**src/rtl/crlf_pkg.sv**
```systemverilog
`default_nettype none
package crlf_pkg;

   localparam logic [7:0] CH_CR  = 8'h0D;
   localparam logic [7:0] CH_LF  = 8'h0A;
   localparam logic [7:0] CH_DOT = 8'h2E;

   // Most bytes one input beat can cause
   localparam int RUN_MAX     = 3;
   localparam int RUN_CNT_W   = $clog2(RUN_MAX + 1);
   localparam int RUN_IDX_W   = $clog2(RUN_MAX);

   localparam int QUEUE_DEPTH = 2;

   localparam int CSR_INDEX_W = 2;
   localparam logic [CSR_INDEX_W-1:0] REG_DECODE_MODE      = 2'd0;
   localparam logic [CSR_INDEX_W-1:0] REG_DOT_MODE         = 2'd1;
   localparam logic [CSR_INDEX_W-1:0] REG_FORCE_FINAL_CRLF = 2'd2;

   typedef struct packed {
      logic decode_mode;
      logic dot_mode;
      logic force_final_crlf;
   } cfg_type;

   typedef struct packed {
      logic [RUN_CNT_W-1:0]           count;
      logic [RUN_MAX-1:0][7:0]        bytes;
   } run_type;

endpackage
`default_nettype wire

```
**src/rtl/crlf_ifs.sv**
```systemverilog
`default_nettype none
interface crlf_req_if;
   logic       valid;
   logic       ready;
   logic [7:0] data_byte;
   logic       is_end;

   modport source (output valid, output data_byte, output is_end, input ready);
   modport sink   (input valid, input data_byte, input is_end, output ready);
endinterface

interface crlf_rsp_if;
   logic       valid;
   logic       ready;
   logic [7:0] out_byte;
   logic       last_of_run;

   modport source (output valid, output out_byte, output last_of_run, input ready);
   modport sink   (input valid, input out_byte, input last_of_run, output ready);
endinterface

interface crlf_csr_if;
   logic                             valid;
   logic                             ready;
   logic [crlf_pkg::CSR_INDEX_W-1:0] index;
   logic                             data;

   modport source (output valid, output index, output data, input ready);
   modport sink   (input valid, input index, input data, output ready);
endinterface
`default_nettype wire

```
**src/rtl/crlf_front.sv**
```systemverilog
`default_nettype none
module crlf_front (
   input  wire                     clock,
   input  wire                     reset,
   input  crlf_pkg::cfg_type       cfg,
   crlf_req_if.sink                req,
   input  wire                     q_full,
   output logic                    q_push,
   output crlf_pkg::run_type       q_data
);

   logic cr_pending_ff, cr_pending_in;
   logic at_line_start_ff, at_line_start_in;
   logic drop_next_dot_ff, drop_next_dot_in;
   logic last_lf_ff, last_lf_in;

   logic                                 accept;
   logic [crlf_pkg::RUN_CNT_W-1:0]       cnt;
   logic [crlf_pkg::RUN_MAX-1:0][7:0]    bytes;
   logic [7:0]                           b;
   logic                                 lf_t;
   logic                                 als_t;
   logic                                 done;

   assign req.ready = !q_full;
   assign accept    = req.valid && !q_full;
   assign b         = req.data_byte;

   always_comb begin
      cnt              = '0;
      bytes            = '0;
      lf_t             = last_lf_ff;
      als_t            = at_line_start_ff;
      done             = 1'b0;
      cr_pending_in    = cr_pending_ff;
      at_line_start_in = at_line_start_ff;
      drop_next_dot_in = drop_next_dot_ff;
      last_lf_in       = last_lf_ff;

      if (req.is_end) begin
         // flush, then return to the start-of-stream state
         if (!cfg.decode_mode) begin
            if (cr_pending_ff && !at_line_start_ff) begin
               bytes[cnt[crlf_pkg::RUN_IDX_W-1:0]] = crlf_pkg::CH_LF;
               cnt  = cnt + 1'b1;
               lf_t = 1'b1;
            end
            if (cfg.force_final_crlf && !lf_t) begin
               bytes[cnt[crlf_pkg::RUN_IDX_W-1:0]] = crlf_pkg::CH_CR;
               cnt = cnt + 1'b1;
               bytes[cnt[crlf_pkg::RUN_IDX_W-1:0]] = crlf_pkg::CH_LF;
               cnt = cnt + 1'b1;
            end
         end
         cr_pending_in    = 1'b0;
         at_line_start_in = 1'b1;
         drop_next_dot_in = 1'b0;
         last_lf_in       = 1'b0;
      end else if (cfg.decode_mode) begin
         drop_next_dot_in = 1'b0;
         // drop the second dot of a line-start pair
         if (!(drop_next_dot_ff && b == crlf_pkg::CH_DOT)) begin
            if (b == crlf_pkg::CH_CR) begin
               cr_pending_in    = 1'b1;
               at_line_start_in = 1'b0;
            end else begin
               if (cr_pending_ff) begin
                  cr_pending_in = 1'b0;
                  if (b == crlf_pkg::CH_LF) begin
                     at_line_start_in = 1'b1;
                     bytes[cnt[crlf_pkg::RUN_IDX_W-1:0]] = crlf_pkg::CH_LF;
                     cnt  = cnt + 1'b1;
                     done = 1'b1;
                  end else begin
                     bytes[cnt[crlf_pkg::RUN_IDX_W-1:0]] = crlf_pkg::CH_CR;
                     cnt = cnt + 1'b1;
                  end
               end
               if (!done) begin
                  bytes[cnt[crlf_pkg::RUN_IDX_W-1:0]] = b;
                  cnt = cnt + 1'b1;
                  if (cfg.dot_mode && b == crlf_pkg::CH_DOT && at_line_start_ff) begin
                     drop_next_dot_in = 1'b1;
                  end
                  at_line_start_in = 1'b0;
               end
            end
         end
      end else begin
         if (b == crlf_pkg::CH_CR) begin
            // CR after bare CR: finish the earlier line first
            if (cr_pending_ff && !at_line_start_ff) begin
               bytes[cnt[crlf_pkg::RUN_IDX_W-1:0]] = crlf_pkg::CH_LF;
               cnt = cnt + 1'b1;
            end
            cr_pending_in    = 1'b1;
            at_line_start_in = 1'b0;
         end else if (b == crlf_pkg::CH_LF) begin
            at_line_start_in = 1'b1;
            if (!cr_pending_ff) begin
               bytes[cnt[crlf_pkg::RUN_IDX_W-1:0]] = crlf_pkg::CH_CR;
               cnt = cnt + 1'b1;
            end
            cr_pending_in = 1'b0;
         end else begin
            als_t = at_line_start_ff || cr_pending_ff;
            if (cr_pending_ff && !at_line_start_ff) begin
               bytes[cnt[crlf_pkg::RUN_IDX_W-1:0]] = crlf_pkg::CH_LF;
               cnt = cnt + 1'b1;
            end
            if (cfg.dot_mode && b == crlf_pkg::CH_DOT && als_t) begin
               bytes[cnt[crlf_pkg::RUN_IDX_W-1:0]] = crlf_pkg::CH_DOT;
               cnt = cnt + 1'b1;
            end
            cr_pending_in    = 1'b0;
            at_line_start_in = 1'b0;
         end
         bytes[cnt[crlf_pkg::RUN_IDX_W-1:0]] = b;
         cnt        = cnt + 1'b1;
         last_lf_in = (b == crlf_pkg::CH_LF);
      end
   end

   assign q_push       = accept && (cnt != '0);
   assign q_data.count = cnt;
   assign q_data.bytes = bytes;

   always_ff @(posedge clock) begin
      if (reset) begin
         cr_pending_ff    <= 1'b0;
         at_line_start_ff <= 1'b1;
         drop_next_dot_ff <= 1'b0;
         last_lf_ff       <= 1'b0;
      end else if (accept) begin
         cr_pending_ff    <= cr_pending_in;
         at_line_start_ff <= at_line_start_in;
         drop_next_dot_ff <= drop_next_dot_in;
         last_lf_ff       <= last_lf_in;
      end
   end

endmodule
`default_nettype wire

```
**src/rtl/crlf_queue.sv**
```systemverilog
`default_nettype none
module crlf_queue (
   input  wire                 clock,
   input  wire                 reset,
   input  wire                 push,
   input  crlf_pkg::run_type   push_data,
   output logic                full,
   input  wire                 pop,
   output crlf_pkg::run_type   head,
   output logic                not_empty
);

   localparam int Depth = crlf_pkg::QUEUE_DEPTH;
   localparam int PtrW  = (Depth > 1) ? $clog2(Depth) : 1;
   localparam int CntW  = $clog2(Depth + 1);

   crlf_pkg::run_type entry_ff [Depth];
   logic [PtrW-1:0]   wr_ptr_ff, wr_ptr_in;
   logic [PtrW-1:0]   rd_ptr_ff, rd_ptr_in;
   logic [CntW-1:0]   count_ff, count_in;
   logic              do_push;
   logic              do_pop;

   assign full      = (count_ff == CntW'(Depth));
   assign not_empty = (count_ff != '0);
   assign head      = entry_ff[rd_ptr_ff];
   assign do_push   = push && !full;
   assign do_pop    = pop && not_empty;

   always_comb begin
      wr_ptr_in = wr_ptr_ff;
      rd_ptr_in = rd_ptr_ff;
      count_in  = count_ff;
      if (do_push) begin
         wr_ptr_in = (wr_ptr_ff == PtrW'(Depth - 1)) ? '0 : wr_ptr_ff + 1'b1;
      end
      if (do_pop) begin
         rd_ptr_in = (rd_ptr_ff == PtrW'(Depth - 1)) ? '0 : rd_ptr_ff + 1'b1;
      end
      unique case ({do_push, do_pop})
         2'b10:   count_in = count_ff + 1'b1;
         2'b01:   count_in = count_ff - 1'b1;
         default: count_in = count_ff;
      endcase
   end

   always_ff @(posedge clock) begin
      if (reset) begin
         wr_ptr_ff <= '0;
         rd_ptr_ff <= '0;
         count_ff  <= '0;
      end else begin
         wr_ptr_ff <= wr_ptr_in;
         rd_ptr_ff <= rd_ptr_in;
         count_ff  <= count_in;
      end
   end

   always_ff @(posedge clock) begin
      if (do_push) begin
         entry_ff[wr_ptr_ff] <= push_data;
      end
   end

endmodule
`default_nettype wire

```
**src/rtl/crlf_back.sv**
```systemverilog
`default_nettype none
module crlf_back (
   input  wire                 clock,
   input  wire                 reset,
   input  crlf_pkg::run_type   head,
   input  wire                 q_not_empty,
   output logic                q_pop,
   crlf_rsp_if.source          rsp
);

   localparam int CntW = crlf_pkg::RUN_CNT_W;

   logic                           valid_ff, valid_in;
   logic [7:0]                     byte_ff, byte_in;
   logic                           last_ff, last_in;
   logic [crlf_pkg::RUN_IDX_W-1:0] idx_ff, idx_in;
   logic                           load;
   logic                           at_last;

   // refill the output register when it is empty or being taken
   assign load    = !valid_ff || rsp.ready;
   assign at_last = (CntW'(idx_ff) == head.count - 1'b1);
   assign q_pop   = load && q_not_empty && at_last;

   always_comb begin
      valid_in = valid_ff;
      byte_in  = byte_ff;
      last_in  = last_ff;
      idx_in   = idx_ff;
      if (load) begin
         valid_in = q_not_empty;
         byte_in  = head.bytes[idx_ff];
         last_in  = at_last;
         if (q_not_empty) begin
            idx_in = at_last ? '0 : idx_ff + 1'b1;
         end
      end
   end

   always_ff @(posedge clock) begin
      if (reset) begin
         valid_ff <= 1'b0;
         idx_ff   <= '0;
      end else begin
         valid_ff <= valid_in;
         idx_ff   <= idx_in;
      end
   end

   always_ff @(posedge clock) begin
      byte_ff <= byte_in;
      last_ff <= last_in;
   end

   assign rsp.valid       = valid_ff;
   assign rsp.out_byte    = byte_ff;
   assign rsp.last_of_run = last_ff;

endmodule
`default_nettype wire

```
**src/rtl/crlf_canonicalizer_dot_stuffing_unit.sv**
```systemverilog
`default_nettype none
// CRLF line-ending converter with optional SMTP dot-stuffing. Encode mode
// turns bare LF and bare CR into CRLF and can double a dot at line start;
// decode mode turns CRLF into LF, drops a CR followed by CR and can undo
// dot-stuffing. A beat with is_end set flushes the stream and restarts it.
// The front end classifies one input beat per cycle, while the queue is not
// full, into a run of zero to three output bytes and writes each non-empty
// run into a two-entry queue; the back end drains the queue one byte per
// cycle, while the output is taken, into an output register, marking the
// last byte of each run with last_of_run. Sustained rate is one input beat
// per cycle while each beat yields at most one byte and the output is not
// stalled; a beat yielding more bytes keeps the output busy for each of its
// bytes, and the queue absorbs that until it fills. Configuration writes are
// accepted at any time but belong to idle periods; csr.ready is always high.
module crlf_canonicalizer_dot_stuffing_unit (
   input  wire          clock,
   input  wire          reset,
   crlf_req_if.sink     req_bus,
   crlf_rsp_if.source   rsp_bus,
   crlf_csr_if.sink     csr_bus
);

   crlf_pkg::cfg_type cfg_ff;
   crlf_pkg::run_type push_data;
   crlf_pkg::run_type head;
   logic              q_push;
   logic              q_full;
   logic              q_pop;
   logic              q_not_empty;

   assign csr_bus.ready = 1'b1;

   always_ff @(posedge clock) begin
      if (reset) begin
         cfg_ff <= '0;
      end else if (csr_bus.valid) begin
         unique case (csr_bus.index)
            crlf_pkg::REG_DECODE_MODE:      cfg_ff.decode_mode      <= csr_bus.data;
            crlf_pkg::REG_DOT_MODE:         cfg_ff.dot_mode         <= csr_bus.data;
            crlf_pkg::REG_FORCE_FINAL_CRLF: cfg_ff.force_final_crlf <= csr_bus.data;
            default:                        cfg_ff                  <= cfg_ff;
         endcase
      end
   end

   crlf_front u_front (
      .clock  (clock),
      .reset  (reset),
      .cfg    (cfg_ff),
      .req    (req_bus),
      .q_full (q_full),
      .q_push (q_push),
      .q_data (push_data)
   );

   crlf_queue u_queue (
      .clock     (clock),
      .reset     (reset),
      .push      (q_push),
      .push_data (push_data),
      .full      (q_full),
      .pop       (q_pop),
      .head      (head),
      .not_empty (q_not_empty)
   );

   crlf_back u_back (
      .clock       (clock),
      .reset       (reset),
      .head        (head),
      .q_not_empty (q_not_empty),
      .q_pop       (q_pop),
      .rsp         (rsp_bus)
   );

endmodule
`default_nettype wire

```
**src/flat_wrapper.sv**
```systemverilog
// flat-port wrapper written by rule: the top's interface ports become plain ports
module crlf_canonicalizer_dot_stuffing_unit_flat 
  (clock, reset, req_bus_valid, req_bus_data_byte, req_bus_is_end, req_bus_ready, rsp_bus_valid, rsp_bus_out_byte, rsp_bus_last_of_run, rsp_bus_ready, csr_bus_valid, csr_bus_index, csr_bus_data, csr_bus_ready);
  crlf_req_if req_bus_i ();
  crlf_rsp_if rsp_bus_i ();
  crlf_csr_if csr_bus_i ();
  input  wire clock;
  input  wire reset;
  input wire logic [$bits(req_bus_i.valid)-1:0] req_bus_valid;
  input wire logic [$bits(req_bus_i.data_byte)-1:0] req_bus_data_byte;
  input wire logic [$bits(req_bus_i.is_end)-1:0] req_bus_is_end;
  output wire logic [$bits(req_bus_i.ready)-1:0] req_bus_ready;
  output wire logic [$bits(rsp_bus_i.valid)-1:0] rsp_bus_valid;
  output wire logic [$bits(rsp_bus_i.out_byte)-1:0] rsp_bus_out_byte;
  output wire logic [$bits(rsp_bus_i.last_of_run)-1:0] rsp_bus_last_of_run;
  input wire logic [$bits(rsp_bus_i.ready)-1:0] rsp_bus_ready;
  input wire logic [$bits(csr_bus_i.valid)-1:0] csr_bus_valid;
  input wire logic [$bits(csr_bus_i.index)-1:0] csr_bus_index;
  input wire logic [$bits(csr_bus_i.data)-1:0] csr_bus_data;
  output wire logic [$bits(csr_bus_i.ready)-1:0] csr_bus_ready;
  assign req_bus_i.valid = req_bus_valid;
  assign req_bus_i.data_byte = req_bus_data_byte;
  assign req_bus_i.is_end = req_bus_is_end;
  assign req_bus_ready = req_bus_i.ready;
  assign rsp_bus_valid = rsp_bus_i.valid;
  assign rsp_bus_out_byte = rsp_bus_i.out_byte;
  assign rsp_bus_last_of_run = rsp_bus_i.last_of_run;
  assign rsp_bus_i.ready = rsp_bus_ready;
  assign csr_bus_i.valid = csr_bus_valid;
  assign csr_bus_i.index = csr_bus_index;
  assign csr_bus_i.data = csr_bus_data;
  assign csr_bus_ready = csr_bus_i.ready;
  crlf_canonicalizer_dot_stuffing_unit u_core (.clock(clock), .reset(reset), .req_bus(req_bus_i), .rsp_bus(rsp_bus_i), .csr_bus(csr_bus_i));
endmodule
```
**config.mk**
```make
export PLATFORM = sky130hd
export DESIGN_NAME = crlf_canonicalizer_dot_stuffing_unit_flat
export DESIGN_NICKNAME = d
export VERILOG_FILES = /design/src/rtl/crlf_pkg.sv /design/src/rtl/crlf_ifs.sv /design/src/rtl/crlf_front.sv /design/src/rtl/crlf_queue.sv /design/src/rtl/crlf_back.sv /design/src/rtl/crlf_canonicalizer_dot_stuffing_unit.sv /design/src/flat_wrapper.sv
export SDC_FILE = /design/constraint.sdc
export NUM_CORES = 1
export LEC_CHECK = 0
export BUFFER_PORTS_ARGS = -buffer_cell sky130_fd_sc_hd__buf_2
export CAP_MARGIN = 10
export CORE_MARGIN = 2
export CORE_UTILIZATION = 45
export DETAILED_ROUTE_END_ITERATION = 10
export PLACE_DENSITY_LB_ADDON = 0.05
export SYNTH_ARGS = -nofsm -noshare
export SYNTH_HDL_FRONTEND = slang
export SYNTH_HIERARCHICAL = 1
export SYNTH_SLANG_ARGS = --single-unit
```
**constraint.sdc**
```tcl
create_clock -name clock -period 5.8 [get_ports clock]
set_input_delay 1.16 -clock clock [delete_from_list [all_inputs] [get_ports clock]]
set_output_delay 1.16 -clock clock [all_outputs]
set_load 0.03 [all_outputs]
```
==> After elaboration in Yosys (flattened, before gate mapping) <==
Memory sizes are Yosys's and may differ from the RTL's. A register that Yosys moved wholly into a read port is not among the register bits.
Index checks and enable logic that the tools add are counted.
{ "totals": {"register_bits": 23, "mem_bits_rw": 52, "input_bits": 17, "out_inout_bits": 12, "word_cells": 201, "mem_count": 1} }
{ "op_classes": {"addsub": 11, "n_lt_le_gt_ge": 11, "n_eq_ne": 13, "n_mux": 106, "n_bitwise": 9, "n_reduce_logical": 36} }
{ "memory_table": {"columns": ["name", "depth", "width", "read_ports", "rd_ports_with_merged_regs", "write_ports", "line", "text"], "rows": [
  ["u_core.u_queue.entry_ff", 2, 26, 1, 1, 1, "crlf_queue.sv:17", "crlf_pkg::run_type entry_ff [Depth];"]
]} }
{ "op_table": {"columns": ["cell", "count"], "rows": [
  ["$mux 24", 8],
  ["$mux 8", 20],
  ["$demux 8 s2", 5],
  ["$mux 16", 4],
  ["$bwmux 24", 2],
  ["$mux 2", 23],
  ["$mux 1", 38],
  ["$and 18x18->18", 1],
  ["$lt 2x3->1 const B", 6],
  ["$not 18->18", 1],
  ["$logic_and 1x1->1", 17],
  ["$bmux 8 s2", 1],
  ["$eq 8x4->1 const B", 2],
  ["$and 5x15->15", 1],
  ["$not 15->15", 1],
  ["$add 2x1->2 const B", 7],
  ["$reduce_and 2->1", 7],
  ["$and 4x12->12", 1],
  ["$mux 4", 3],
  ["$not 12->12", 1],
  ["$or 4x12->12", 1],
  ["$ge 2x1->1 const B", 5],
  ["$ne 5x5->1 const B", 2],
  ["$or 3x9->9", 1],
  ["other kinds (16)", 28]
]} }

==> Depth between registers and ports, before layout <==
Gate-level depths: netlist (run 1).
{ "depth": {"depth_word": 21, "depth_mapped": 16} }

==> Hierarchy <==
Netlist (run 1), hierarchy kept.
{ "modules_own_cells": {"columns": ["module", "instances", "cells_each", "area_each_um2", "seq_area_each_um2"], "rows": [
  ["crlf_queue", 1, 107, 2095.8, 1661.6],
  ["crlf_front", 1, 141, 944.7, 80.1],
  ["crlf_back", 1, 60, 629.4, 330.3],
  ["crlf_canonicalizer_dot_stuffing_unit", 1, 15, 153.9, 60.1]
]} }

==> Worst setup path before layout (run 1) <==
No wires, ideal clock.
{ "synth_timing": {"path_type": "input to register", "from": "input req_bus_data_byte[7]", "to": "memory u_core/u_queue/entry_ff[0][0] (netlist name), enable pin", "t_arrival_ns": 4.210, "t_required_ns": 5.419, "path_slack_ns": 1.209, "stages": 14, "n_path_buf": 0, "path_cell_list": "nor4b_2 nand2_1 nor3_1 o21a_1 ha_1 and2_1 nor2_1 inv_1 ha_1 a221oi_1 a31oi_1 inv_1 or3_1 inv_1"} }
{ "synth_via": {"elab_chain_cells": 17, "word_cells_on_any_way": 28, "classes_between": "1 x add/sub; 3 x eq/ne; 18 x mux; 6 x reduce/logical"} }
{ "synth_lines": {"columns": ["element", "line", "text"], "rows": [
  ["from (decl)", "flat_wrapper.sv:10", "input wire logic [$bits(req_bus_i.data_byte)-1:0] req_bus_data_byte;"],
  ["$eq 8x4->1", "crlf_front.sv:69, crlf_front.sv:98", null],
  ["$mux 1", "crlf_front.sv:69", "if (b == crlf_pkg::CH_LF) begin"],
  ["$mux 1", "crlf_front.sv:67", "if (cr_pending_ff) begin"],
  ["$mux 1", "crlf_front.sv:63", "if (b == crlf_pkg::CH_CR) begin"],
  ["$mux 1", "crlf_front.sv:62", "if (!(drop_next_dot_ff && b == crlf_pkg::CH_DOT)) begin"],
  ["$mux 1", "crlf_front.sv:59", "end else if (cfg.decode_mode) begin"],
  ["$mux 1", "crlf_front.sv:40", "if (req.is_end) begin"],
  ["$mux 2", "crlf_front.sv:79", "if (!done) begin"],
  ["[... 2 more ...]", null, null],
  ["$mux 2 *", "crlf_front.sv:59", null],
  ["$mux 2 *", "crlf_front.sv:40", null],
  ["$reduce_bool 2->1 *", "crlf_front.sv:124", "assign q_push = accept && (cnt != '0);"],
  ["$logic_and 1x1->1 *", "crlf_front.sv:124", null],
  ["named net u_core.q_push", "crlf_canonicalizer_dot_stuffing_unit.sv:26", "logic q_push;"],
  ["$logic_and 1x1->1 *", "crlf_queue.sv:27", "assign do_push = push && !full;"],
  ["$mux 1 *", "crlf_queue.sv:60", "if (do_push) begin"],
  ["$mux 1 (not written as such) *", "crlf_queue.sv:61", "entry_ff[wr_ptr_ff] <= push_data;"],
  ["to (decl)", "crlf_queue.sv:17", null]
]} }
Mark *: on every way through the listed nets, which the timed path passes. The rest lies on a longest branch. The select of a mux whose other input is x is not followed.

==> Worst setup path after layout (run 1) <==
{ "layout_timing": {"from": "input req_bus_data_byte[7]", "to": "memory u_core/u_queue/entry_ff[0][3] (netlist name), enable pin"} }
The elaborated chain is that of the path after synthesis.

==> run_summary.xml, run 1 <==
<?xml version="1.0" encoding="UTF-8"?>
<metrics>
  <group name="global_route">
    <metric name="grt-ovfl-total" unit="">0</metric>
    <metric name="grt_start_max_net_pins" unit="">27</metric>
    <metric name="grt_pass1_vias" unit="">2338</metric>
    <metric name="globalRouteTotalUtil" unit="%">18.6</metric>
    <metric name="grt_pass1_wl" unit="um">12700</metric>
    <metric name="grt_antenna_before_repair" unit="">0</metric>
  </group>
  <group name="floorplan">
    <metric name="starting_utilization_of_the_core_area" unit="%">46.5</metric>
    <metric name="chipWidth" unit="um">96.2</metric>
    <metric name="io-pin-count" unit="">29</metric>
    <metric name="die_y" unit="um">96.2</metric>
    <metric name="area_inside_the_core_boundary" unit="mm^2">0.00822</metric>
    <metric name="rows" unit="">33</metric>
    <metric name="die_area" unit="mm^2">0.00925</metric>
  </group>
  <group name="clocking">
    <metric name="cts-hold-fix-buffers" unit="">0</metric>
    <metric name="cts_repair_resize_count" unit="">0</metric>
    <metric name="path_clk_slew" unit="ns">0.08</metric>
    <metric name="cts-root-to-sink-buffers" unit="">2</metric>
    <metric name="worst_skew_pair.late_latency" unit="ns">0.35</metric>
    <metric name="h-tree-depth" unit="">3</metric>
    <metric name="post-cts-setup-buffer-count" unit="">0</metric>
    <metric name="clock_tree.root_cell" unit="">sky130_fd_sc_hd__clkbuf_8</metric>
    <metric name="cts_tree" unit="">yes</metric>
    <metric name="cts_sinks" unit="">76</metric>
    <metric name="cts_made_buffers" unit="">9</metric>
  </group>
  <group name="synthesis">
    <metric name="dominantRegCellSynth" unit="">sky130_fd_sc_hd__edfxtp_1</metric>
    <metric name="synthesis.nets" unit="">348</metric>
    <metric name="synth_cells" unit="">323</metric>
    <metric name="yosys_warning_total" unit="">6</metric>
    <metric name="synth.cell_area" unit="mm^2">0.00382</metric>
    <metric name="synth.lib_cells_used.distinct" unit="">61</metric>
    <metric name="async_reset_ff_share" unit="%">0</metric>
    <metric name="synth-edff-count" unit="">61</metric>
    <metric name="ys_seq_area_share" unit="%">55.8</metric>
    <metric name="synth_area_per_cell" unit="um^2">11.8</metric>
    <metric name="synth.ff_latch_count" unit="">76</metric>
  </group>
  <group name="cells_and_area">
    <metric name="finish.utilization" unit="%">51.8</metric>
    <metric name="layout.cells.most_common" unit="">sky130_fd_sc_hd__edfxtp_1</metric>
    <metric name="most-common-layout-cells" unit="">61 x sky130_fd_sc_hd__edfxtp_1, 27 x sky130_fd_sc_hd__buf_2, 27 x sky130_fd_sc_hd__nand2_1</metric>
    <metric name="sequential_cell_area" unit="mm^2">0.00213</metric>
    <metric name="multiInputGateArea" unit="mm^2">0.00157</metric>
    <metric name="insertedDiodeCount" unit="">0</metric>
    <metric name="num-nets-final" unit="">377</metric>
    <metric name="fillers" unit="">728</metric>
    <metric name="post_route_cells_drive_above_1_share" unit="%">20.7</metric>
    <metric name="area.growth.synth_to_final" unit="%">11.3</metric>
  </group>
  <group name="route">
    <metric name="dr.first_iter.drc_count" unit="">152</metric>
    <metric name="drc" unit="">0</metric>
    <metric name="routed_wirelength" unit="um">8020</metric>
    <metric name="via_count_normalized_by_instance_count" unit="">5.46</metric>
    <metric name="final_antenna_net_count" unit="">0</metric>
    <metric name="vias" unit="">2522</metric>
    <metric name="wl_per_cell" unit="um">17.3</metric>
    <metric name="drt_first_pass_iters" unit="">4</metric>
  </group>
  <group name="sta">
    <metric name="slew_of_the_pin_with_the_lowest_slew_margin" unit="ns">0.997</metric>
    <metric name="timing.final.hold_violations" unit="">0</metric>
    <metric name="grt_setup_unrepaired" unit="">no</metric>
    <metric name="timing.final.crit_share" unit="%">77.9</metric>
    <metric name="fin_ws" unit="ns">1.28</metric>
    <metric name="fmaxAchievable" unit="GHz">0.221</metric>
    <metric name="max-slew-margin-rel" unit="%">33.3</metric>
    <metric name="worst_case_hold_slack" unit="ns">0.494</metric>
    <metric name="finClkSkew" unit="ns">0.0146</metric>
    <metric name="max_slew_violations" unit="">0</metric>
    <metric name="fin_crit" unit="ns">4.52</metric>
    <metric name="finalSetupViolations" unit="">0</metric>
    <metric name="setup_total_negative_slack" unit="ns">0</metric>
  </group>
  <group name="power_and_ir_drop">
    <metric name="internal-power" unit="mW">0.880</metric>
    <metric name="switching_share" unit="%">26.6</metric>
    <metric name="share_of_total_power_in_the_clock_network" unit="%">34.0</metric>
    <metric name="switchingPower" unit="mW">0.319</metric>
    <metric name="p_leak" unit="nW">1.63</metric>
    <metric name="p_comb_share" unit="%">13.0</metric>
    <metric name="peakVddDrop" unit="uV">99.8</metric>
    <metric name="seqPwrFrac" unit="%">53.1</metric>
    <metric name="power.density_cell_area" unit="mW/mm^2">282</metric>
  </group>
  <group name="setup_path">
    <metric name="worst_path_most_repeated_cell" unit="">sky130_fd_sc_hd__inv_1</metric>
    <metric name="worstSetupPathType" unit="">in2reg</metric>
    <metric name="cp.buffers_inverters" unit="">5</metric>
    <metric name="ff2ff_setup_slack" unit="ns">2.20</metric>
    <metric name="setup.worst_path.end_class" unit="">flip-flop</metric>
    <metric name="worst-endpoint-arrival" unit="ns">4.52</metric>
    <metric name="cp_max_fo" unit="">26</metric>
    <metric name="max_stage_delay" unit="ns">0.46</metric>
    <metric name="cp_num_cells" unit="">16</metric>
    <metric name="worstSetupStartpoint" unit="">req_bus_data_byte[7]</metric>
    <metric name="critical_path_launch_point_type" unit="">input port</metric>
    <metric name="worstPathRequired" unit="ns">5.80</metric>
    <metric name="timing.critical_path.slowest_stage_cell" unit="">sky130_fd_sc_hd__nor4b_2</metric>
    <metric name="cp-endpoint" unit="">u_core/u_queue/entry_ff[0][3]</metric>
    <metric name="worst_path_dominant_cell_family" unit="">simple AND/OR/NAND/NOR gates</metric>
    <metric name="critical_path.cell_chain" unit="">buf_2, nor4b_2, nand2_1, nor3_1, o21a_1, ha_1, and2_1, nor2_1, inv_1, ha_1, a221oi_1, a31oi_1, inv_1, or3_1, inv_1, buf_4</metric>
    <metric name="worst_r2r_endpoint" unit="">u_core/u_queue/entry_ff[0][3]</metric>
    <metric name="r2r.worst_path.cells" unit="">12</metric>
    <metric name="worstReg2RegStart" unit="">u_core/u_front/cr_pending_ff</metric>
  </group>
  <group name="placed_design">
    <metric name="post-place-ws" unit="ns">0.945</metric>
    <metric name="finalWeightedCongestion" unit="">0.925</metric>
    <metric name="portBuffers" unit="">27</metric>
    <metric name="dp_hpwl" unit="um">5440</metric>
  </group>
  <group name="run_status">
    <metric name="run_status" unit="">finished clean</metric>
  </group>
  <group name="flow_run">
    <metric name="max_cap_violations" unit="">0</metric>
  </group>
  <group name="hold_path">
    <metric name="holdCritPathClass" unit="">reg2reg</metric>
  </group>
</metrics>
cell families after synthesis:
| logic type | after synthesis | share of synthesized area (%) |
|---|---|---|
| xor gates and xnor gates | 4 | 0.916 |
| other | 1 | 0.0981 |
| and+or+nand+nor | 109 | 16.9 |
| DFF | 76 | 55.8 |
| adders and majority gates | 8 | 2.62 |
| buffers and inverters | 29 | 3.14 |
| muxes | 38 | 10.8 |
| AOI/OAI and AO/OA | 58 | 9.82 |
area by class of cell:
class / instances / area share (%)
inverters: 16 / 1.41
clock inverters: 7 / 1.70
repair buffers: 31 / 3.88
well taps: 105 / 3.09
multi-input cells: 218 / 36.9
flip-flops and latches: 76 / 50.1
clock buffers: 9 / 2.91
stage by stage:
step	instances	total power, mW	area (um^2)
2_1_floorplan	323	0.758	3820
3_3_place_gp	446	0.805	4060
3_5_place_dp	446	0.806	4060
4_1_cts	462	1.21	4260
5_1_grt	462	1.25	4260
6_report	462	1.20	4260
sequential cells by signal (all words and copies together), names as in the netlist, named ones only:
| signal | count |
|---|---|
| u_core/u_back/rsp.valid | 1 |
| u_core/u_front/drop_next_dot_ff | 1 |
| u_core/cfg_ff | 3 |
| u_core/u_queue/rd_ptr_ff | 1 |
| u_core/u_front/last_lf_ff | 1 |
| u_core/u_back/rsp.out_byte | 8 |
| u_core/u_back/idx_ff | 2 |
| u_core/u_front/at_line_start_ff | 1 |
| u_core/u_queue/count_ff | 2 |
| u_core/u_queue/wr_ptr_ff | 1 |
| u_core/u_back/rsp.last_of_run | 1 |
| u_core/u_front/cr_pending_ff | 1 |
| u_core/u_queue/entry_ff | 52 |
how the worst min path moves through the flow:
| stage | cells after the start | to | slack [ns] | from |
|---|---|---|---|---|
| 6_report | 2 | u_core/u_queue/wr_ptr_ff | 0.49 | u_core/u_queue/wr_ptr_ff |
| 5_1_grt | 2 | u_core/cfg_ff[0] | 0.52 | u_core/cfg_ff[0] |
| 4_1_cts | 2 | u_core/u_front/last_lf_ff | 0.49 | u_core/u_front/last_lf_ff |
| 3_5_place_dp | 2 | u_core/u_queue/wr_ptr_ff | 0.48 | u_core/u_queue/wr_ptr_ff |
| 3_3_place_gp | 2 | u_core/u_front/drop_next_dot_ff | 0.47 | u_core/u_front/drop_next_dot_ff |
| 2_1_floorplan | 2 | u_core/u_front/drop_next_dot_ff | 0.44 | u_core/u_front/drop_next_dot_ff |
worst reg2reg max path, stage by stage (launching register included):
cell and delay [ns]:
sky130_fd_sc_hd__dfxtp_1 0.66, sky130_fd_sc_hd__nand2b_1 0.29, sky130_fd_sc_hd__ha_1 0.35, sky130_fd_sc_hd__and2_1 0.15, sky130_fd_sc_hd__nor2_1 0.18, sky130_fd_sc_hd__inv_1 0.12, sky130_fd_sc_hd__ha_1 0.29, sky130_fd_sc_hd__a221oi_1 0.09
sky130_fd_sc_hd__a31oi_1 0.29, sky130_fd_sc_hd__inv_1 0.08, sky130_fd_sc_hd__or3_1 0.37, sky130_fd_sc_hd__inv_1 0.06, sky130_fd_sc_hd__buf_4 0.33
synth_stat cells, types with 2 or more instances:
master / count / share of area, %
sky130_fd_sc_hd__nand3_1: 3 / 0.39
sky130_fd_sc_hd__mux2_2: 15 / 4.4
sky130_fd_sc_hd__o21ai_1: 3 / 0.39
sky130_fd_sc_hd__a2bb2oi_1: 2 / 0.46
sky130_fd_sc_hd__mux2_1: 11 / 3.2
sky130_fd_sc_hd__or3_1: 3 / 0.49
sky130_fd_sc_hd__nor3b_1: 3 / 0.59
sky130_fd_sc_hd__nand2_1: 27 / 2.7
sky130_fd_sc_hd__nand3b_1: 3 / 0.59
sky130_fd_sc_hd__o21ai_0: 16 / 2.1
sky130_fd_sc_hd__nor3_1: 3 / 0.39
sky130_fd_sc_hd__o211ai_1: 6 / 1.2
sky130_fd_sc_hd__o21a_1: 2 / 0.39
sky130_fd_sc_hd__mux2i_1: 12 / 3.1
sky130_fd_sc_hd__nand2b_1: 13 / 2.1
sky130_fd_sc_hd__xnor2_1: 3 / 0.69
sky130_fd_sc_hd__o31ai_1: 2 / 0.39
sky130_fd_sc_hd__nor2_1: 10 / 0.98
sky130_fd_sc_hd__and2_1: 10 / 1.6
sky130_fd_sc_hd__a21oi_1: 13 / 1.7
sky130_fd_sc_hd__ha_1: 8 / 2.6
sky130_fd_sc_hd__clkbuf_1: 8 / 0.79
sky130_fd_sc_hd__edfxtp_1: 61 / 48
sky130_fd_sc_hd__buf_4: 2 / 0.39
sky130_fd_sc_hd__dfxtp_1: 15 / 7.9
sky130_fd_sc_hd__buf_2: 3 / 0.39
sky130_fd_sc_hd__inv_1: 14 / 1.4
sky130_fd_sc_hd__inv_2: 2 / 0.20
sky130_fd_sc_hd__a31oi_1: 2 / 0.33
sky130_fd_sc_hd__nor2b_1: 5 / 0.82
sky130_fd_sc_hd__a211o_1: 2 / 0.46
sky130_fd_sc_hd__and3_1: 12 / 2.0
power by group through the flow:
stage	logic (mW)	clock network (mW)	registers, mW
3_3_place_gp	0.156	0	0.649
5_1_grt	0.171	0.440	0.642
3_5_place_dp	0.157	0	0.649
6_report	0.155	0.408	0.636
2_1_floorplan	0.0816	0	0.676
4_1_cts	0.157	0.416	0.637
metal layers:
metal  vias to the layer above  part of all wire, %  global-route usage, %
li1                       1247                    -                      -
met1                      1224                   51                   27.4
met5                         -                    0                      0
met4                         0                  1.0                   6.43
met3                         5                  3.4                   2.82
met2                        46                   45                   27.9
(Power assumes the default switching activity.)
==> run 2: changes to the inputs <==
clock period = 3.7 ns   (was 5.8 ns; I/O delays follow)
==> run 2 against run 1 <==
Setup slack worse by 1.2 ns. Largest cell class unchanged. Sequential power is 56% higher. Global-route usage is 1.7 points higher. Wire length is 9.9% higher. Clock skew is 0.0047 ns lower. Power is 71% higher. Cell count is 6.5% higher.
==> run_summary.xml, run 2 (synthesis gave the netlist of run 1 again) <==
<?xml version="1.0" encoding="UTF-8"?>
<metrics>
  <group name="sta">
    <metric name="timing.final.crit_share" unit="%">96.8</metric>
    <metric name="finalSetupViolations" unit="">0</metric>
    <metric name="max-slew-margin-rel" unit="%">50.7</metric>
    <metric name="timing.final.hold_violations" unit="">0</metric>
    <metric name="fmaxAchievable" unit="GHz">0.279</metric>
    <metric name="fin_crit" unit="ns">3.58</metric>
    <metric name="max_slew_violations" unit="">0</metric>
    <metric name="setup_total_negative_slack" unit="ns">0</metric>
    <metric name="slew_of_the_pin_with_the_lowest_slew_margin" unit="ns">0.729</metric>
    <metric name="finClkSkew" unit="ns">0.00989</metric>
    <metric name="grt_setup_unrepaired" unit="">yes</metric>
  </group>
  <group name="power_and_ir_drop">
    <metric name="p_leak" unit="nW">1.84</metric>
    <metric name="peakVddDrop" unit="uV">204</metric>
    <metric name="power.density_cell_area" unit="mW/mm^2">438</metric>
    <metric name="finalPower" unit="mW">2.05</metric>
  </group>
  <group name="setup_path">
    <metric name="worstSetupPathType" unit="">in2reg</metric>
    <metric name="worstReg2RegStart" unit="">u_core/cfg_ff[1]</metric>
    <metric name="worst_r2r_endpoint" unit="">u_core/u_queue/entry_ff[0][25]</metric>
    <metric name="worstPathRequired" unit="ns">3.76</metric>
    <metric name="critical_path.cell_chain" unit="">buf_8, nor4b_4, nand2_2, nor3_4, o21a_1, ha_1, and2_4, nor2_4, inv_2, ha_4, a221oi_4, a31oi_2, inv_1, or3_4, clkinvlp_4, clkbuf_16</metric>
    <metric name="worstSetupStartpoint" unit="">req_bus_data_byte[7]</metric>
    <metric name="cp-endpoint" unit="">u_core/u_queue/entry_ff[0][25]</metric>
    <metric name="critical_path_launch_point_type" unit="">input port</metric>
    <metric name="max_stage_delay" unit="ns">0.35</metric>
    <metric name="worst-endpoint-arrival" unit="ns">3.65</metric>
    <metric name="timing.critical_path.slowest_stage_cell" unit="">sky130_fd_sc_hd__nor4b_4</metric>
    <metric name="ff2ff_setup_slack" unit="ns">0.60</metric>
    <metric name="cp_max_fo" unit="">7</metric>
    <metric name="setup.worst_path.end_class" unit="">flip-flop</metric>
    <metric name="r2r.worst_path.cells" unit="">14</metric>
  </group>
  <group name="floorplan">
    <metric name="area_inside_the_core_boundary" unit="mm^2">0.00822</metric>
    <metric name="io-pin-count" unit="">29</metric>
    <metric name="chipWidth" unit="um">96.2</metric>
    <metric name="die_y" unit="um">96.2</metric>
    <metric name="die_area" unit="mm^2">0.00925</metric>
    <metric name="starting_utilization_of_the_core_area" unit="%">46.5</metric>
    <metric name="rows" unit="">33</metric>
  </group>
  <group name="route">
    <metric name="via_count_normalized_by_instance_count" unit="">5.51</metric>
    <metric name="wl_per_cell" unit="um">17.9</metric>
    <metric name="final_antenna_net_count" unit="">0</metric>
    <metric name="vias" unit="">2710</metric>
    <metric name="drc" unit="">0</metric>
    <metric name="dr.first_iter.drc_count" unit="">153</metric>
    <metric name="routed_wirelength" unit="um">8810</metric>
    <metric name="drt_first_pass_iters" unit="">5</metric>
  </group>
  <group name="clocking">
    <metric name="cts_sinks" unit="">76</metric>
    <metric name="cts_tree" unit="">yes</metric>
    <metric name="cts-root-to-sink-buffers" unit="">2</metric>
    <metric name="path_clk_slew" unit="ns">0.07</metric>
    <metric name="worst_skew_pair.late_latency" unit="ns">0.35</metric>
    <metric name="cts_made_buffers" unit="">9</metric>
    <metric name="cts-hold-fix-buffers" unit="">0</metric>
    <metric name="clock_tree.root_cell" unit="">sky130_fd_sc_hd__clkbuf_8</metric>
    <metric name="h-tree-depth" unit="">3</metric>
  </group>
  <group name="run_status">
    <metric name="run_status" unit="">finished clean</metric>
  </group>
  <group name="flow_run">
    <metric name="max_cap_violations" unit="">0</metric>
  </group>
  <group name="cells_and_area">
    <metric name="layout.cells.most_common" unit="">sky130_fd_sc_hd__edfxtp_1</metric>
    <metric name="post-route-cell-area" unit="mm^2">0.00468</metric>
    <metric name="post_route_cells_drive_above_1_share" unit="%">29.7</metric>
    <metric name="num-nets-final" unit="">407</metric>
    <metric name="area.growth.synth_to_final" unit="%">22.5</metric>
    <metric name="most-common-layout-cells" unit="">61 x sky130_fd_sc_hd__edfxtp_1, 29 x sky130_fd_sc_hd__buf_4, 26 x sky130_fd_sc_hd__nand2_1</metric>
    <metric name="insertedDiodeCount" unit="">0</metric>
    <metric name="largest_register_ffs" unit="">52</metric>
    <metric name="register_bank_with_the_most_flops" unit="">u_core/u_queue/entry_ff</metric>
    <metric name="finish.utilization" unit="%">57.0</metric>
  </group>
  <group name="global_route">
    <metric name="globalRouteTotalUtil" unit="%">20.4</metric>
    <metric name="grt_pass1_vias" unit="">2565</metric>
    <metric name="grt_start_max_net_pins" unit="">27</metric>
    <metric name="grt_antenna_before_repair" unit="">0</metric>
    <metric name="grt-ovfl-total" unit="">0</metric>
    <metric name="grt_pass1_wl" unit="um">13600</metric>
  </group>
  <group name="hold_path">
    <metric name="holdCritPathClass" unit="">reg2reg</metric>
  </group>
  <group name="placed_design">
    <metric name="portBuffers" unit="">27</metric>
    <metric name="dpl-instance-area" unit="mm^2">0.00431</metric>
    <metric name="finalWeightedCongestion" unit="">0.920</metric>
    <metric name="dp_hpwl" unit="um">5900</metric>
  </group>
</metrics>
[run 2: layout make-up]
type,instances,area [um^2]
Multi-Input combinational cell,218,1650
Inverter,16,63.8
Clock buffer,10,128
Clock inverter,6,113
Tap cell,105,131
Sequential cell,76,2130
Fill cell,702,3530
Timing Repair Buffer,61,470
[run 2: critical path: cells and delay by family]
family	cells	cell delay [ns]
and+or+nand+nor	6	1.29
AOI/OAI and AO/OA	3	0.50
buffers and inverters	5	0.61
adders and majority gates	2	0.50
[run 2: per-stage QoR]
| stage | cells | setup slack (ns) | hold WS (ns) |
|---|---|---|---|
| finish | 492 | 0.117 | 0.496 |
| global route | 492 | -0.0195 | 0.521 |
| CTS | 487 | 0.182 | 0.497 |
| detailed placement | 471 | -0.179 | 0.487 |
| global placement | 471 | -0.0974 | 0.473 |
| floorplan | 323 | 0.0108 | 0.439 |
[run 2: layer usage]
layer  share of wire, %  global-route usage, %  routed length [um]  up-vias
li1                   -                      -                   -     1312
met1                 46                   28.4                4070     1296
met2                 46                   31.3                4080       92
met3                6.1                   3.99                 533       10
met4                1.5                   7.62                 132        0
met5                  0                      0                   0        -
[run 2: power breakdown]
| part | leakage [nW] | switching [mW] | internal (mW) | total, mW |
|---|---|---|---|---|
| combinational | 1.02 | 0.176 | 0.115 | 0.291 |
| sequential | 0.704 | 0.0147 | 0.980 | 0.995 |
| clock | 0.120 | 0.314 | 0.450 | 0.764 |
[run 2: worst min path at each step]
stage	end	from	depth (start not counted)
final	u_core/u_front/last_lf_ff	u_core/u_front/last_lf_ff	2
after global routing	u_core/u_front/drop_next_dot_ff	u_core/u_front/drop_next_dot_ff	2
after CTS	u_core/u_front/drop_next_dot_ff	u_core/u_front/drop_next_dot_ff	2
after detailed placement	u_core/u_front/drop_next_dot_ff	u_core/u_front/drop_next_dot_ff	2
after global placement	u_core/u_front/drop_next_dot_ff	u_core/u_front/drop_next_dot_ff	2
after floorplan	u_core/u_front/drop_next_dot_ff	u_core/u_front/drop_next_dot_ff	2
[run 2: what timing repair did]
item / in CTS / in global routing
resized for setup: 0 / 13
endpoints found under the setup margin: 0 / 27
buffers inserted: 0 / 2
==> run 3: changes to the inputs <==
CORE_UTILIZATION = 54   (was 45)
==> run 3 against run 2 <==
Die area fell by 16%. Critical path type unchanged. Sequential power barely moved. Sequential share of layout area rose by 1.1 points. Global-route usage rose by 2.8 points. Power fell by 4.4%.
==> run_summary.xml, run 3 (synthesis gave the netlist of run 1 again) <==
<?xml version="1.0" encoding="UTF-8"?>
<metrics>
  <group name="run_status">
    <metric name="run_status" unit="">finished clean</metric>
  </group>
  <group name="placed_design">
    <metric name="finalWeightedCongestion" unit="">0.967</metric>
    <metric name="portBuffers" unit="">27</metric>
    <metric name="dp_hpwl" unit="um">5920</metric>
    <metric name="numPlacedInstances" unit="">461</metric>
  </group>
  <group name="clocking">
    <metric name="clock_tree.root_cell" unit="">sky130_fd_sc_hd__clkbuf_8</metric>
    <metric name="worst_skew_pair.late_latency" unit="ns">0.34</metric>
    <metric name="cts-root-to-sink-buffers" unit="">2</metric>
    <metric name="cts_sinks" unit="">76</metric>
    <metric name="cts_made_buffers" unit="">9</metric>
    <metric name="cts_tree" unit="">yes</metric>
    <metric name="h-tree-depth" unit="">3</metric>
    <metric name="path_clk_slew" unit="ns">0.07</metric>
  </group>
  <group name="cells_and_area">
    <metric name="register_bank_with_the_most_flops" unit="">u_core/u_queue/entry_ff</metric>
    <metric name="sequential_cell_area" unit="mm^2">0.00213</metric>
    <metric name="layout.cells.most_common" unit="">sky130_fd_sc_hd__edfxtp_1</metric>
    <metric name="final-instance-count-excl-fill" unit="">481</metric>
    <metric name="area.growth.synth_to_final" unit="%">19.7</metric>
    <metric name="multiInputGateArea" unit="mm^2">0.00164</metric>
    <metric name="fillers" unit="">551</metric>
    <metric name="insertedDiodeCount" unit="">0</metric>
    <metric name="largest_register_ffs" unit="">52</metric>
    <metric name="post_route_cells_drive_above_1_share" unit="%">30.1</metric>
    <metric name="num-nets-final" unit="">405</metric>
    <metric name="finish.utilization" unit="%">67.0</metric>
    <metric name="most-common-layout-cells" unit="">61 x sky130_fd_sc_hd__edfxtp_1, 30 x sky130_fd_sc_hd__buf_4, 27 x sky130_fd_sc_hd__buf_2, 27 x sky130_fd_sc_hd__nand2_1</metric>
  </group>
  <group name="setup_path">
    <metric name="worst_r2r_endpoint" unit="">u_core/u_queue/entry_ff[0][3]</metric>
    <metric name="worstSetupPathType" unit="">in2reg</metric>
    <metric name="setup.worst_path.end_class" unit="">flip-flop</metric>
    <metric name="ff2ff_setup_slack" unit="ns">0.57</metric>
    <metric name="r2r.worst_path.cells" unit="">13</metric>
    <metric name="worst-endpoint-arrival" unit="ns">3.61</metric>
    <metric name="worstPathRequired" unit="ns">3.74</metric>
    <metric name="cp_max_fo" unit="">26</metric>
    <metric name="critical_path_launch_point_type" unit="">input port</metric>
    <metric name="worstReg2RegStart" unit="">u_core/u_front/cr_pending_ff</metric>
  </group>
  <group name="route">
    <metric name="final_antenna_net_count" unit="">0</metric>
    <metric name="vias" unit="">2728</metric>
    <metric name="wl_per_cell" unit="um">17.5</metric>
    <metric name="routed_wirelength" unit="um">8410</metric>
    <metric name="drc" unit="">0</metric>
    <metric name="drt_first_pass_iters" unit="">4</metric>
    <metric name="via_count_normalized_by_instance_count" unit="">5.67</metric>
    <metric name="dr.first_iter.drc_count" unit="">198</metric>
  </group>
  <group name="sta">
    <metric name="finalSetupViolations" unit="">0</metric>
    <metric name="finClkSkew" unit="ns">0.0112</metric>
    <metric name="timing.final.crit_share" unit="%">96.4</metric>
    <metric name="slew_of_the_pin_with_the_lowest_slew_margin" unit="ns">0.665</metric>
    <metric name="worst_case_hold_slack" unit="ns">0.493</metric>
    <metric name="max_slew_violations" unit="">0</metric>
    <metric name="fmaxAchievable" unit="GHz">0.280</metric>
    <metric name="timing.final.hold_violations" unit="">0</metric>
    <metric name="max-slew-margin-rel" unit="%">55.6</metric>
    <metric name="fin_crit" unit="ns">3.57</metric>
    <metric name="grt_setup_unrepaired" unit="">no</metric>
  </group>
  <group name="flow_run">
    <metric name="max_cap_violations" unit="">0</metric>
  </group>
  <group name="floorplan">
    <metric name="io-pin-count" unit="">29</metric>
    <metric name="rows" unit="">30</metric>
    <metric name="starting_utilization_of_the_core_area" unit="%">56.0</metric>
    <metric name="die_area" unit="mm^2">0.00777</metric>
    <metric name="chipWidth" unit="um">88.1</metric>
    <metric name="area_inside_the_core_boundary" unit="mm^2">0.00683</metric>
    <metric name="die_y" unit="um">88.1</metric>
  </group>
  <group name="power_and_ir_drop">
    <metric name="power.density_cell_area" unit="mW/mm^2">428</metric>
    <metric name="p_leak" unit="nW">1.79</metric>
    <metric name="peakVddDrop" unit="uV">207</metric>
  </group>
  <group name="global_route">
    <metric name="grt_pass1_wl" unit="um">13300</metric>
    <metric name="grt_antenna_before_repair" unit="">0</metric>
    <metric name="grt-ovfl-total" unit="">0</metric>
    <metric name="grt_pass1_vias" unit="">2628</metric>
    <metric name="globalRouteTotalUtil" unit="%">23.2</metric>
    <metric name="grt_start_max_net_pins" unit="">27</metric>
  </group>
  <group name="hold_path">
    <metric name="min_from" unit="">u_core/u_front/last_lf_ff</metric>
    <metric name="hold_depth" unit="">2</metric>
    <metric name="holdCritPathClass" unit="">reg2reg</metric>
    <metric name="worstHoldEndpoint" unit="">u_core/u_front/last_lf_ff</metric>
  </group>
</metrics>
[run 3: cell types whose count changed in the layout (fill, tap and decap cells not counted), sizes merged]
| cell | change |
|---|---|
| clkbuf | -3 |
| clkinv | -2 |
| clkinvlp | +2 |
| inv | +2 |
| bufinv | -1 |
[run 3: worst max-delay path: stages]
cell                         delay (ns)
sky130_fd_sc_hd__buf_2             0.12
sky130_fd_sc_hd__nor4b_4           0.36
sky130_fd_sc_hd__nand2_1           0.13
sky130_fd_sc_hd__nor3_2            0.20
sky130_fd_sc_hd__o21a_1            0.18
sky130_fd_sc_hd__ha_1              0.24
sky130_fd_sc_hd__and2_4            0.15
sky130_fd_sc_hd__nor2_4            0.11
sky130_fd_sc_hd__inv_2             0.06
sky130_fd_sc_hd__ha_4              0.26
sky130_fd_sc_hd__a221oi_2          0.07
sky130_fd_sc_hd__a31oi_2           0.24
sky130_fd_sc_hd__inv_1             0.08
sky130_fd_sc_hd__or3_4             0.38
sky130_fd_sc_hd__clkinvlp_4        0.09
sky130_fd_sc_hd__buf_12            0.18
[run 3: repair_timing]
item,4_1_cts,5_1_grt
resized for setup,0,9
endpoints found under the setup margin,0,27
hold buffers,0,0
setup buffers,0,4
[run 3: worst max-delay path by stage]
| stage | slack [ns] | endpoint | startpoint |
|---|---|---|---|
| after floorplan | 0.01 | u_core/u_queue/entry_ff[0][0] | req_bus_data_byte[4] |
| after global placement | -0.06 | u_core/u_queue/entry_ff[0][9] | req_bus_data_byte[4] |
| after detailed placement | -0.15 | u_core/u_queue/entry_ff[0][9] | req_bus_data_byte[4] |
| after CTS | 0.20 | u_core/u_queue/entry_ff[0][3] | req_bus_data_byte[4] |
| after global routing | 0.009 | u_core/u_queue/entry_ff[0][3] | req_bus_data_byte[6] |
| final | 0.13 | u_core/u_queue/entry_ff[0][3] | req_bus_data_byte[6] |
[run 3: layout make-up]
class | count | share of cell area [%]
flip-flops and latches | 76 | 46.6
multi-input cells | 218 | 35.8
repair buffers | 59 | 8.75
clock buffers | 9 | 2.71
well taps | 96 | 2.63
clock inverters | 7 | 2.13
inverters | 16 | 1.39
[run 3: per-layer routing]
metal / share of wire [%] / track usage, %
met1: 45 / 32.3
met2: 45 / 36.2
met3: 7.2 / 5.09
met4: 2.4 / 8.13
met5: 0 / 0
[run 3: power breakdown]
part | internal [mW] | switching [mW]
Combinational | 0.103 | 0.168
Sequential | 0.980 | 0.0173
Clock | 0.383 | 0.309
Total | 1.47 | 0.494
[run 3: per-stage QoR]
step / power (mW) / cell area (um^2) / TNS, ns / setup WS [ns]
floorplan: 1.19 / 3860 / 0 / 0.0108
global placement: 1.28 / 4290 / -1.43 / -0.0556
detailed placement: 1.29 / 4290 / -4.12 / -0.152
CTS: 1.98 / 4510 / 0 / 0.197
global route: 2.04 / 4580 / 0 / 0.00850
finish: 1.96 / 4580 / 0 / 0.133
